File: config.mk
export PLATFORM = sky130hd
export DESIGN_NAME = tfcc_div
export DESIGN_NICKNAME = d
export VERILOG_FILES = /design/src/hdl/tfcc_pkg.sv /design/src/hdl/tfcc_div.sv
export SDC_FILE = /design/constraint.sdc
export NUM_CORES = 1
export LEC_CHECK = 0
export ABC_AREA = 1
export BUFFER_PORTS_ARGS = -buffer_cell sky130_fd_sc_hd__buf_2
export CAP_MARGIN = 40
export CORE_ASPECT_RATIO = 1.1
export CORE_MARGIN = 5
export CORE_UTILIZATION = 55
export CTS_CLUSTER_SIZE = 14
export DETAILED_ROUTE_END_ITERATION = 7
export GPL_TIMING_DRIVEN = 0
export MAX_ROUTING_LAYER = met4
export PLACE_DENSITY = 0.92
export RECOVER_POWER = 50
export SLEW_MARGIN = 20
export SYNTH_ARGS = -nofsm -noshare
export SYNTH_HDL_FRONTEND = slang
export SYNTH_SLANG_ARGS = --single-unit
File: constraint.sdc
create_clock -name clk -period 2.8 [get_ports clk]
set_input_delay 0.14 -clock clk [delete_from_list [all_inputs] [get_ports clk]]
set_output_delay 0.14 -clock clk [all_outputs]
set_load 0.01 [all_outputs]
File: src/hdl/tfcc_pkg.sv
`timescale 1ns / 1ps

package tfcc_pkg;

    // Screen width is a power of two, so the step division is a shift.
    localparam int SCREEN_WIDTH_LOG2 = 10;
    localparam int SCREEN_WIDTH      = 1 << SCREEN_WIDTH_LOG2;

    // Command codes of an input item.
    localparam logic CMD_LOAD   = 1'b0;
    localparam logic CMD_RENDER = 1'b1;

    // Register indexes.
    localparam logic [2:0] REG_POS_X      = 3'd0;
    localparam logic [2:0] REG_POS_Y      = 3'd1;
    localparam logic [2:0] REG_DIR_X      = 3'd2;
    localparam logic [2:0] REG_DIR_Y      = 3'd3;
    localparam logic [2:0] REG_PLANE_X    = 3'd4;
    localparam logic [2:0] REG_PLANE_Y    = 3'd5;
    localparam logic [2:0] REG_VIEW_PITCH = 3'd6;
    localparam logic [2:0] REG_EYE_HEIGHT = 3'd7;

    typedef struct packed {
        logic        command;
        logic        surface;
        logic [11:0] texel_index;
        logic [31:0] texel_color;
        logic [9:0]  pixel_x;
        logic [9:0]  pixel_y;
    } in_item_t;

    typedef struct packed {
        logic        valid_res;
        logic [19:0] dest_index;
        logic [31:0] color;
    } out_item_t;

    // Camera registers as seen by the row set-up.
    typedef struct packed {
        logic        [25:0] pos_x;
        logic        [25:0] pos_y;
        logic signed [17:0] dir_x;
        logic signed [17:0] dir_y;
        logic signed [17:0] plane_x;
        logic signed [17:0] plane_y;
        logic signed [10:0] view_pitch;
        logic signed [10:0] eye_height;
    } cam_t;

    // Divider request and answer.
    typedef struct packed {
        logic        start;
        logic [27:0] num;
        logic [11:0] den;
    } div_req_t;

    typedef struct packed {
        logic        done;
        logic [27:0] quot;
    } div_rsp_t;

endpackage

File: src/hdl/tfcc_div.sv
`timescale 1ns / 1ps

// Restoring divider, one quotient bit a cycle, unsigned operands.
module tfcc_div
(
    input  logic                clk,
    input  logic                rst_n,
    input  tfcc_pkg::div_req_t  req,
    output tfcc_pkg::div_rsp_t  rsp
);

    logic [27:0] quot_reg;
    logic [27:0] quot_next;
    logic [11:0] rem_reg;
    logic [11:0] rem_next;
    logic [11:0] den_reg;
    logic [4:0]  cnt_reg;
    logic [4:0]  cnt_next;
    logic        busy_reg;
    logic        busy_next;
    logic        done_reg;
    logic        done_next;
    logic [12:0] trial;

    // One shift and subtract step per cycle.
    always_comb
    begin
        quot_next = quot_reg;
        rem_next  = rem_reg;
        cnt_next  = cnt_reg;
        busy_next = busy_reg;
        done_next = 1'b0;
        trial     = {rem_reg, quot_reg[27]} - {1'b0, den_reg};
        if (req.start)
        begin
            quot_next = req.num;
            rem_next  = '0;
            cnt_next  = 5'd0;
            busy_next = 1'b1;
        end
        else if (busy_reg)
        begin
            if (!trial[12])
            begin
                rem_next = trial[11:0];
            end
            else
            begin
                rem_next = {rem_reg[10:0], quot_reg[27]};
            end
            quot_next = {quot_reg[26:0], ~trial[12]};
            cnt_next  = cnt_reg + 5'd1;
            if (cnt_reg == 5'd27)
            begin
                busy_next = 1'b0;
                done_next = 1'b1;
            end
        end
    end

    always_ff @(posedge clk or negedge rst_n)
    begin
        if (!rst_n)
        begin
            busy_reg <= 1'b0;
            done_reg <= 1'b0;
            cnt_reg  <= '0;
        end
        else
        begin
            busy_reg <= busy_next;
            done_reg <= done_next;
            cnt_reg  <= cnt_next;
        end
    end

    always_ff @(posedge clk)
    begin
        quot_reg <= quot_next;
        rem_reg  <= rem_next;
        if (req.start)
        begin
            den_reg <= req.den;
        end
    end

    assign rsp.done = done_reg;
    assign rsp.quot = quot_reg;

endmodule

# Yosys cells after proc, flatten, opt, wreduce, memory -nomap -nowiden
# Cells that the tools add are included.
# Widths: inputs -> output; s select.
[word_totals]
reg_bits = 59
latchBits = 0
ram_bits = 0
romBits = 0
input_bits = 43
wordCells = 22
memories = 0
[op_classes]
addsub = 2
n_mul = 0
div = 0
magnitude_cmp = 0
eq_ne = 1
shifts = 0
muxes = 11
n_bitwise = 1
reduce_logical = 1
[op_table]
columns = ["cell", "n"]
rows = [
  ["$mux 28", 2],
  ["$sub 13x12->13", 1],
  ["$mux 12", 1],
  ["$mux 5", 2],
  ["$mux 1", 6],
  ["$add 5x1->5 const B", 1],
  ["$eq 5x5->1 const B", 1],
  ["$reduce_bool 2->1", 1],
  ["$not 1->1", 1],
]

# Depth between registers and ports, before layout
# Gate-level depths: netlist of run 1.
[depth]
word_depth = 4
ltp_mapped = 14
mapped_depth_nobuf = 14

# Least setup slack after synthesis of run 1
# Ideal clock, no wire load.
[synth_path]
path_type = "register -> register"
from = "register quot_reg[27]"
to = "register quot_reg[0], data pin"
setup_ps = 263
t_arrival_ps = 1806
required_ps = 2537
setup_slack_ps = 731
stages_incl_launch_ff = 12
path_cell_list = "edfxtp_1 inv_1 ha_1 inv_1 fa_1 nand3_1 nand3_2 nand3_2 nand4_1 nand2_2 buf_12 o21ai_1"
[synth_via]
elab_chain_len = 4
[synth_lines]
columns = ["element", "line", "rtl"]
rows = [
  ["start: declaration", "tfcc_div.sv:12", "logic [27:0] quot_reg;"],
  ["start signal: assignment", "tfcc_div.sv:79", "quot_reg <= quot_next;"],
  ["$sub 13x12->13", "tfcc_div.sv:33", "trial = {rem_reg, quot_reg[27]} - {1'b0, den_reg};"],
  ["$not 1->1", "tfcc_div.sv:51", "quot_next = {quot_reg[26:0], ~trial[12]};"],
  ["$mux 28", "tfcc_div.sv:41", "else if (busy_reg)"],
  ["$mux 28", "tfcc_div.sv:34", "if (req.start)"],
  ["via quot_next[0]", "tfcc_div.sv:13", "logic [27:0] quot_next;"],
]
# The timed path passes the listed nets, and every way through them passes these cells. The select of a mux whose other input is x is not followed.
# A chain may end at the register's enable or synchronous reset.

# Worst setup path in the final report of run 1
# Ends and elaborated chain as after synthesis.

==> reports/qor.yml, run 1 <==
tritoncts: "built"
p_int_uw: 2159
vias_per_cell: 5.026
largest_reg_flops: 28
synthSimpleGateAreaFrac_pct: 32.63
crit_buf_inv: 3
clkSlewWorstSetupHoldPaths_ns: 0.07
grtUsageMet3_pct: 4.706
grt_use_met1_pct: 26.05
timing.fmax_mhz: 433.1
cts-root-buf: "clkbuf_8"
synth_compound_area_share_pct: 2.347
dpl.hpwl_mm: 5.703
fin_tns_setup_ns: 0
p_seq_share_pct: 33.8
grt_pass1_wl_mm: 13.31
fillCellCount: 446
dieArea_mm2: 0.007663
p_leak_uw: 0.002062
stdcell_count: 581
synth_top_family_by_area: "simple AND/OR/NAND/NOR gates"
cts_buffers: 9
synthTopCellsByArea: "edfxtp_1 (36%), nand2_1 (18%), dfxtp_1 (7.3%)"
antenna_found_initial: 0
drive_above_1_share_pct: 19.44
critPathSlowestCell: "fa_1"
synth_top_area_share_pct: 36.34
portBuffers: 71
critical-path-max-stage-delay_ns: 0.44
yosysTopAreaCell: "edfxtp_1"
path_delay_family: "simple AND/OR/NAND/NOR gates"
post-route-min-period_ns: 2.309
vdd.ir_drop.worst_mv: 0.4547
drc: 0
rsz0062_at_grt: "no"
synthCells: 403
arrival_ns: 2.40
worst_pin_slew_ns: 0.7624
place_inst: 552
synth_mux_area_share_pct: 0
insertedDiodeCount: 0
area_growth_pct: 23.16
overflow: 0
drt_wl_total_mm: 7.871
syn_area_per_cell_um2: 8.203
p_switching_uw: 1347
worst_slack_ns: 0.4912
r2r_setup_slack_ns: 0.49
slew_headroom_pct: 49.17
synthAdderAreaFrac_pct: 5.526
crit_type: "flop to flop"
die_x_um: 83.92
crit_fanout: 10
status: "completed"
yosys_register_bits: 59
ant_nets: 0
multi_input_area_mm2: 0.001391
p_clk_share_pct: 23.7
hp-class: "input port to flop"
worstSkewPairLatency_ns: 0.34
netlist_area_mm2: 0.003306
gp_congestion: 0.8764
core_mm2: 0.005806
clock_skew_ns: 0.009309
synth_fp_nets: 460
swShare_pct: 38.41
start_util_pct: 56.94
top_usage_layer: "met2"
regArea_mm2: 0.001617
placementRows: 29
htree_levels: 3
die_h_um: 91.31
place_ws_ns: 0.4604
combPwrFrac_pct: 42.5
wl_per_cell_um: 13.55
dr.pass1.iters: 5
start_kind: "flop"
mostFrequentLayoutCells: "nand2_1 (162), inv_1 (57), clkbuf_1 (40), edfxtp_1 (40), buf_2 (40)"
finalSetupViolations: 0
required_ns: 2.89
grt_pass1_vias: 2994
ctsResizeCount: 0
min_period_over_period_pct: 82.46
yosysSeqAreaShare_pct: 48.90
synth_cell_type_count: 29
ioPinCount: 72
hold_viol_final: 0
final_nets: 556
grt_use_total_pct: 22.39
mostFrequentLayoutCell: "nand2_1"
path_cells: "inv_1, ha_1, inv_1, fa_1, nand3_1, nand3_2, nand3_2, nand4_1, nand2_2, buf_12, o21ai_1"
vias: 2920
ys_warn_count: 0
maxCapViolCount: 0
synthXorXnorAreaFrac_pct: 1.590
drt-initial-drc-count: 168
p_per_area_mw_per_mm2: 861.2
grt.met2_usage_pct: 39.19
cts.sinks: 59
end_kind: "flop"
grt_max_degree: 22
drv_slew: 0
clockBufferDepth: 2
[through the flow]
step / cell area (um^2) / util [%] / hold WS [ns] / power (uW)
floorplan: 3306 / - / -0.1556 / 2342
global placement: 3757 / 64.72 / -0.02335 / 2613
detailed placement: 3772 / 64.98 / -0.02175 / 2673
CTS: 4110 / 70.80 / 0.06073 / 3522
global route: 4071 / 70.13 / 0.06528 / 3772
finish: 4071 / 70.13 / 0.07234 / 3506
[cell families (layout without fill, tap and decap cells)]
group / Yosys count / in the layout
adder cells (fa/ha/maj): 14 / 14
AND/OR/NAND/NOR: 239 / 239
AO/OA/AOI/OAI: 14 / 14
flip-flops: 59 / 59
buffers and inverters: 71 / 172
XOR/XNOR: 6 / 6
[power by group through the flow]
stage	clock network [uW]	registers [uW]	logic (uW)
floorplan	0	1200	1140
global placement	0	1190	1420
detailed placement	0	1200	1480
CTS	841	1180	1500
global route	880	1200	1690
finish	831	1180	1490
[tightest hold or removal path, delay by kind of cell]
kind	cells	cell delay (ns)
buffers and inverters	1	0.07
AND/OR/NAND/NOR	2	0.09
[per-layer routing]
layer	routed length (um)	share of wire [%]
met4	95	1.2
met1	3207	41
met5	0	0
met3	503	6.4
met2	4064	52
[worst paths after layout]
| kind | to | from | cells past startpoint |
|---|---|---|---|
| worst max-delay path | quot_reg[0] | quot_reg[27] | 11 |
| worst min-delay path | quot_reg[3] | req[15] | 3 |
| worst max register to register | quot_reg[0] | quot_reg[27] | 11 |
| worst min register to register | rem_reg[1] | rem_reg[1] | 2 |
| max in group asynchronous | cnt_reg[1] | rst_n | 2 |
| min in group asynchronous | cnt_reg[0] | rst_n | 2 |
[Yosys cell counts]
cell      number
nor4_1         1
xnor2_1        3
dfxtp_1       12
buf_6          1
nand2_2       24
nor3_1         3
a21oi_2        1
nand3_2       11
o21bai_1       1
fa_1           1
nand2_1      162
o21ai_1        1
nor2_1        14
xor2_1         3
o21ai_0        2
clkbuf_1       8
a31oi_1        1
ha_1          13
nor2_2         1
a21oi_1        8
buf_4          2
dfrtp_1        7
nand4_1        7
nand3_1       15
inv_2          2
buf_12         1
edfxtp_1      40
nor2_4         1
inv_1         57
[area by class of cell]
type / instances / share of cell area, %
Sequential cell: 59 / 39.71
Clock buffer: 10 / 3.135
Buffer: 12 / 1.875
Tap cell: 77 / 2.366
Multi-Input combinational cell: 273 / 34.17
Inverter: 59 / 5.439
Clock inverter: 6 / 1.967
Timing Repair Buffer: 85 / 11.34
[repair_timing]
item	4_1_cts	5_1_grt
setup buffers	0	0
endpoints found under the hold margin	19	0
hold buffers	13	0
Note: power is estimated with default switching activity, not from simulation.
==> run 2, diff against run 1 <==
- clock period: 2.8 -> 2.4 ns (I/O delays scaled with it)
==> run 2 against run 1 <==
  * Clock skew hardly changed
  * Die area stayed put
  * Via count is 0.24% lower
  * Wire length unchanged
  * Global-route usage unchanged
==> reports/qor.yml, run 2 (synthesized netlist as in run 1, its figures left out) <==
start_kind: "flop"
tritoncts: "built"
ant_nets: 0  # unchanged
die_h_um: 91.31  # unchanged
end_kind: "flop"
portBuffers: 71  # unchanged
grt_pass1_vias: 2994  # unchanged
hold_depth: 3  # unchanged
clock_skew_ns: 0.009276  # -0.00003242 ns
worstSkewPairLatency_ns: 0.34  # about the same
vdd.ir_drop.worst_mv: 0.5305  # +17%
finalSetupViolations: 0  # unchanged
die_x_um: 83.92  # unchanged
insertedDiodeCount: 0  # unchanged
r2r_setup_slack_ns: 0.16  # -0.33 ns
clockBufferDepth: 2  # unchanged
core_mm2: 0.005806  # unchanged
grt_max_degree: 22  # unchanged
start_util_pct: 56.94  # unchanged
grt_pass1_wl_mm: 13.31  # unchanged
status: "completed"
worst_pin_slew_ns: 0.7632  # +0.0007600 ns
wl_per_cell_um: 13.55  # unchanged
grt.met2_usage_pct: 39.19  # unchanged
hold_viol_final: 0  # unchanged
whs_ns: 0.05239  # -0.01995 ns
final_core_util_pct: 70.17  # about the same
post-route-min-period_ns: 2.241  # -0.06791 ns
grt_use_met1_pct: 26.05  # unchanged
min_period_over_period_pct: 93.37  # +11 points
drv_slew: 0  # unchanged
reg2reg_depth: 11  # unchanged
clkSlewWorstSetupHoldPaths_ns: 0.07  # about the same
overflow: 0  # unchanged
grtUsageMet3_pct: 4.706  # unchanged
drt-initial-drc-count: 165  # -1.8%
ioPinCount: 72  # unchanged
gp_congestion: 0.8764  # unchanged
dpl.hpwl_mm: 5.703  # unchanged
cts-root-buf: "clkbuf_8"
largest_reg_flops: 28  # unchanged
placementRows: 29  # unchanged
vias: 2913  # -0.24%
drc: 0  # unchanged
required_ns: 2.49  # -0.40 ns
place_inst: 552  # unchanged
grt_use_total_pct: 22.39  # unchanged
mostFrequentLayoutCell: "nand2_1"
drt_wl_total_mm: 7.871  # unchanged
fin_tns_setup_ns: 0  # unchanged
final_nets: 556  # unchanged
crit_fanout: 10  # unchanged
htree_levels: 3  # unchanged
p_per_area_mw_per_mm2: 1004  # +17%
p_total_uw: 4091  # +17%
dr.pass1.iters: 5  # unchanged
rsz0062_at_grt: "no"
cts_buffers: 9  # unchanged
antenna_found_initial: 0  # unchanged
mostFrequentLayoutCells: "nand2_1 (162), inv_1 (57), clkbuf_1 (40), edfxtp_1 (40), buf_2 (40)"
cts.sinks: 59  # unchanged
maxCapViolCount: 0  # unchanged
crit_type: "flop to flop"
slew_headroom_pct: 49.12  # -0.051 points
top_usage_layer: "met2"
vias_per_cell: 5.014  # -0.24%
p_leak_uw: 0.002061  # about the same
worstReg2RegStart: "quot_reg[27]"
hold_end: "quot_reg[3]"
arrival_ns: 2.33  # -0.07 ns
timing.fmax_mhz: 446.3  # +3.0%
r2r-end: "quot_reg[0]"
hold_path_startpoint: "req[15]"
area_growth_pct: 23.24  # about the same
dieArea_mm2: 0.007663  # unchanged
stdcell_count: 581  # unchanged
hp-class: "input port to flop"
drive_above_1_share_pct: 19.64  # +0.20 points
[run 2: cell type report]
class / count / area (um^2)
buffer: 12 / 76.32
clock buffer: 10 / 127.6
clock inverter: 6 / 80.08
fill: 445 / 1732
inverter: 59 / 221.5
multi-input combinational: 273 / 1394
sequential: 59 / 1617
tap: 77 / 96.34
timing repair buffer: 85 / 461.7
[run 2: stage by stage]
step / setup WS, ns / instance area [um^2]
after floorplan: 0.3309 / 3306
after global placement: 0.1993 / 3757
after detailed placement: 0.06041 / 3772
after CTS: 0.07889 / 4110
after global routing: 0.004062 / 4074
final: 0.1591 / 4074
[run 2: repair_timing]
action                     in CTS  in global routing
resized for setup               0                  1
buffers inserted                0                  0
hold endpoints to repair       19                  0
hold buffers                   13                  0
setup endpoints to repair       0                 12
[run 2: worst max-delay path by stage]
stage / from / endpoint / slack (ns) / cells after the start
after floorplan: quot_reg[27] / quot_reg[0] / 0.33 / 11
after global placement: quot_reg[27] / quot_reg[0] / 0.20 / 11
after detailed placement: quot_reg[27] / quot_reg[0] / 0.06 / 11
after CTS: quot_reg[27] / rem_reg[8] / 0.08 / 13
after global routing: quot_reg[27] / quot_reg[0] / 0.004 / 11
final: quot_reg[27] / quot_reg[0] / 0.16 / 11
[run 2: where the power goes]
part / internal, uW / leakage [uW] / total [uW] / switching [uW]
registers: 1260 / 0.000615 / 1380 / 118
clock network: 576 / 0.000101 / 968 / 392
logic: 681 / 0.00134 / 1740 / 1060
[run 2: critical path: stages (launching register included)]
cell and delay [ns]:
edfxtp_1 0.42, inv_1 0.11, ha_1 0.16, inv_1 0.09, fa_2 0.38, nand3_1 0.11
nand3_2 0.14, nand3_2 0.13, nand4_1 0.10, nand2_2 0.14, buf_12 0.16, o21ai_1 0.06
[run 2: metal layers]
metal / vias up / wire (um)
met4: 0 / 95
met2: 111 / 4050
met1: 1339 / 3217
met3: 9 / 508
li1: 1454 / -
met5: - / 0
==> run 3, diff against run 2 <==
- CORE_MARGIN: 5 -> default
==> run 3 against run 2 <==
  * Setup slack better by 0.084 ns
  * Power is 4.8% lower
  * Cell count did not move
  * First-iteration DRC count grew 6.1%
  * Clock skew down 0.0011 ns
  * Largest power group unchanged
==> reports/qor.yml, run 3 (synthesized netlist as in run 1, its figures left out) <==
clockBufferDepth: 2  # unchanged
core_mm2: 0.005769  # -0.63%
p_per_area_mw_per_mm2: 961.7  # -4.2%
end_kind: "flop"
start_util_pct: 57.30  # +0.36 points
wl_per_cell_um: 12.61  # -6.9%
die_x_um: 75.92  # -9.5%
status: "completed"
drive_above_1_share_pct: 19.84  # +0.20 points
mostFrequentLayoutCells: "nand2_1 (162), inv_1 (57), clkbuf_1 (41)"
finalSetupViolations: 0  # unchanged
cts_setup_buffers: 0  # unchanged
overflow: 0  # unchanged
combPwrFrac_pct: 44.4  # +1.8 points
placementRows: 29  # unchanged
grt_pass1_wl_mm: 12.41  # -6.8%
mostFrequentLayoutCell: "nand2_1"
antenna_found_initial: 0  # unchanged
p_leak_uw: 0.002052  # -0.42%
hp-class: "input port to flop"
grt_use_total_pct: 25.63  # +3.2 points
dieArea_mm2: 0.006325  # -17%
timing.fmax_mhz: 463.6  # +3.9%
area_growth_pct: 22.52
drt-initial-drc-count: 175  # +6.1%
slew_headroom_pct: 45.50  # -3.6 points
grt_max_degree: 20  # -9.1%
gp_congestion: 0.9104  # +3.9%
hold_viol_final: 0  # unchanged
tritoncts: "built"
final_nets: 556  # unchanged
vdd.ir_drop.worst_mv: 0.5693  # +7.3%
dr.pass1.iters: 5  # unchanged
drt_wl_total_mm: 7.328  # -6.9%
p_int_uw: 2345  # -7.0%
min_period_over_period_pct: 89.88  # -3.5 points
vias: 2910  # -0.10%
drv_slew: 0  # unchanged
largest_reg_flops: 28  # unchanged
worst_slack_ns: 0.2429  # +0.08375 ns
dpl.hpwl_mm: 5.233  # -8.2%
ioPinCount: 72  # unchanged
die_h_um: 83.31  # -8.8%
cts-root-buf: "clkbuf_8"
p_total_uw: 3895  # -4.8%
worstSkewPairLatency_ns: 0.34  # about the same
required_ns: 2.48  # about the same
insertedDiodeCount: 0  # unchanged
grt_pass1_vias: 2897  # -3.2%
rsz0062_at_grt: "no"
p_seq_share_pct: 35.5  # +1.7 points
crit_type: "flop to flop"
p_clk_share_pct: 20.1  # -3.6 points
post-route-min-period_ns: 2.157  # -0.08375 ns
crit_fanout: 10  # unchanged
cts.sinks: 59  # unchanged
vias_per_cell: 5.009  # -0.10%
worst_pin_slew_ns: 0.8175  # +0.05433 ns
fillCellCount: 454  # +2.0%
place_ws_ns: 0.2062  # +0.1458 ns
ant_nets: 0  # unchanged
portBuffers: 71  # unchanged
p_switching_uw: 1550  # -1.3%
swShare_pct: 39.79  # +1.4 points
cts_buffers: 9  # unchanged
postPlaceCellArea_mm2: 0.003785  # +0.33%
clkSlewWorstSetupHoldPaths_ns: 0.07  # about the same
arrival_ns: 2.24  # -0.09 ns
fin_tns_setup_ns: 0  # unchanged
drc: 0  # unchanged
maxCapViolCount: 0  # unchanged
htree_levels: 3  # unchanged
finalInstanceArea_mm2: 0.004050  # -0.58%
start_kind: "flop"
clock_skew_ns: 0.008215  # -0.001061 ns
[run 3: stage by stage]
stage / std cells / utilization [%] / hold slack (ns)
6_report: 581 / 70.20 / 0.05287
4_1_cts: 581 / 70.83 / 0.03639
3_5_place_dp: 552 / 65.60 / -0.03988
5_1_grt: 581 / 70.20 / 0.05117
2_1_floorplan: 403 / - / -0.1756
3_3_place_gp: 551 / 65.13 / -0.04383
[run 3: worst max-delay path, cell delays in order (launching register included)]
cell	delay (ns)
edfxtp_1	0.38
inv_1	0.09
ha_1	0.14
inv_1	0.08
fa_2	0.38
nand3_1	0.11
nand3_2	0.14
nand3_2	0.12
nand4_1	0.10
nand2_2	0.14
buf_12	0.16
o21ai_1	0.06
[run 3: final timing paths]
path                       slack (ns)  cells past startpoint           end          from
setup / recovery                 0.24                     11   quot_reg[0]  quot_reg[27]
hold / removal                   0.05                      3  quot_reg[22]       req[34]
setup reg to reg                 0.24                     11   quot_reg[0]  quot_reg[27]
hold reg to reg                  0.48                      2    rem_reg[1]    rem_reg[1]
max in group asynchronous        1.91                      2    cnt_reg[1]         rst_n
min in group asynchronous        0.21                      2    cnt_reg[4]         rst_n
[run 3: area by class of cell]
cell class              count  area (um^2)  share of cell area, %
clock inverters             4        26.28                 0.6487
well taps                  77        96.34                  2.379
plain buffers              12        76.32                  1.884
flip-flops and latches     59         1617                  39.91
clock buffers              12        145.1                  3.584
multi-input cells         273         1394                  34.41
repair buffers             85        474.2                  11.71
inverters                  59        221.5                  5.468
[run 3: power groups by stage]
stage / clock [uW] / combinational [uW] / sequential [uW]
after floorplan: 0 / 1330 / 1400
after global placement: 0 / 1650 / 1390
after detailed placement: 0 / 1710 / 1400
after CTS: 802 / 1740 / 1380
after global routing: 841 / 1940 / 1400
final: 785 / 1730 / 1380
[run 3: repair_timing]
| item | 4_1_cts | 5_1_grt |
|---|---|---|
| hold buffers | 13 | 0 |
| resized for setup | 0 | 1 |
| endpoints found under the hold margin | 19 | 0 |
| endpoints found under the setup margin | 0 | 1 |
[run 3: metal layers]
layer | global-route usage (%) | wire [um] | vias to the layer above
met1 | 29.24 | 3092 | 1322
met4 | 11.19 | 217 | 0
met2 | 42.81 | 3580 | 116
met3 | 6.374 | 438 | 21
met5 | - | 0 | -
li1 | - | - | 1451
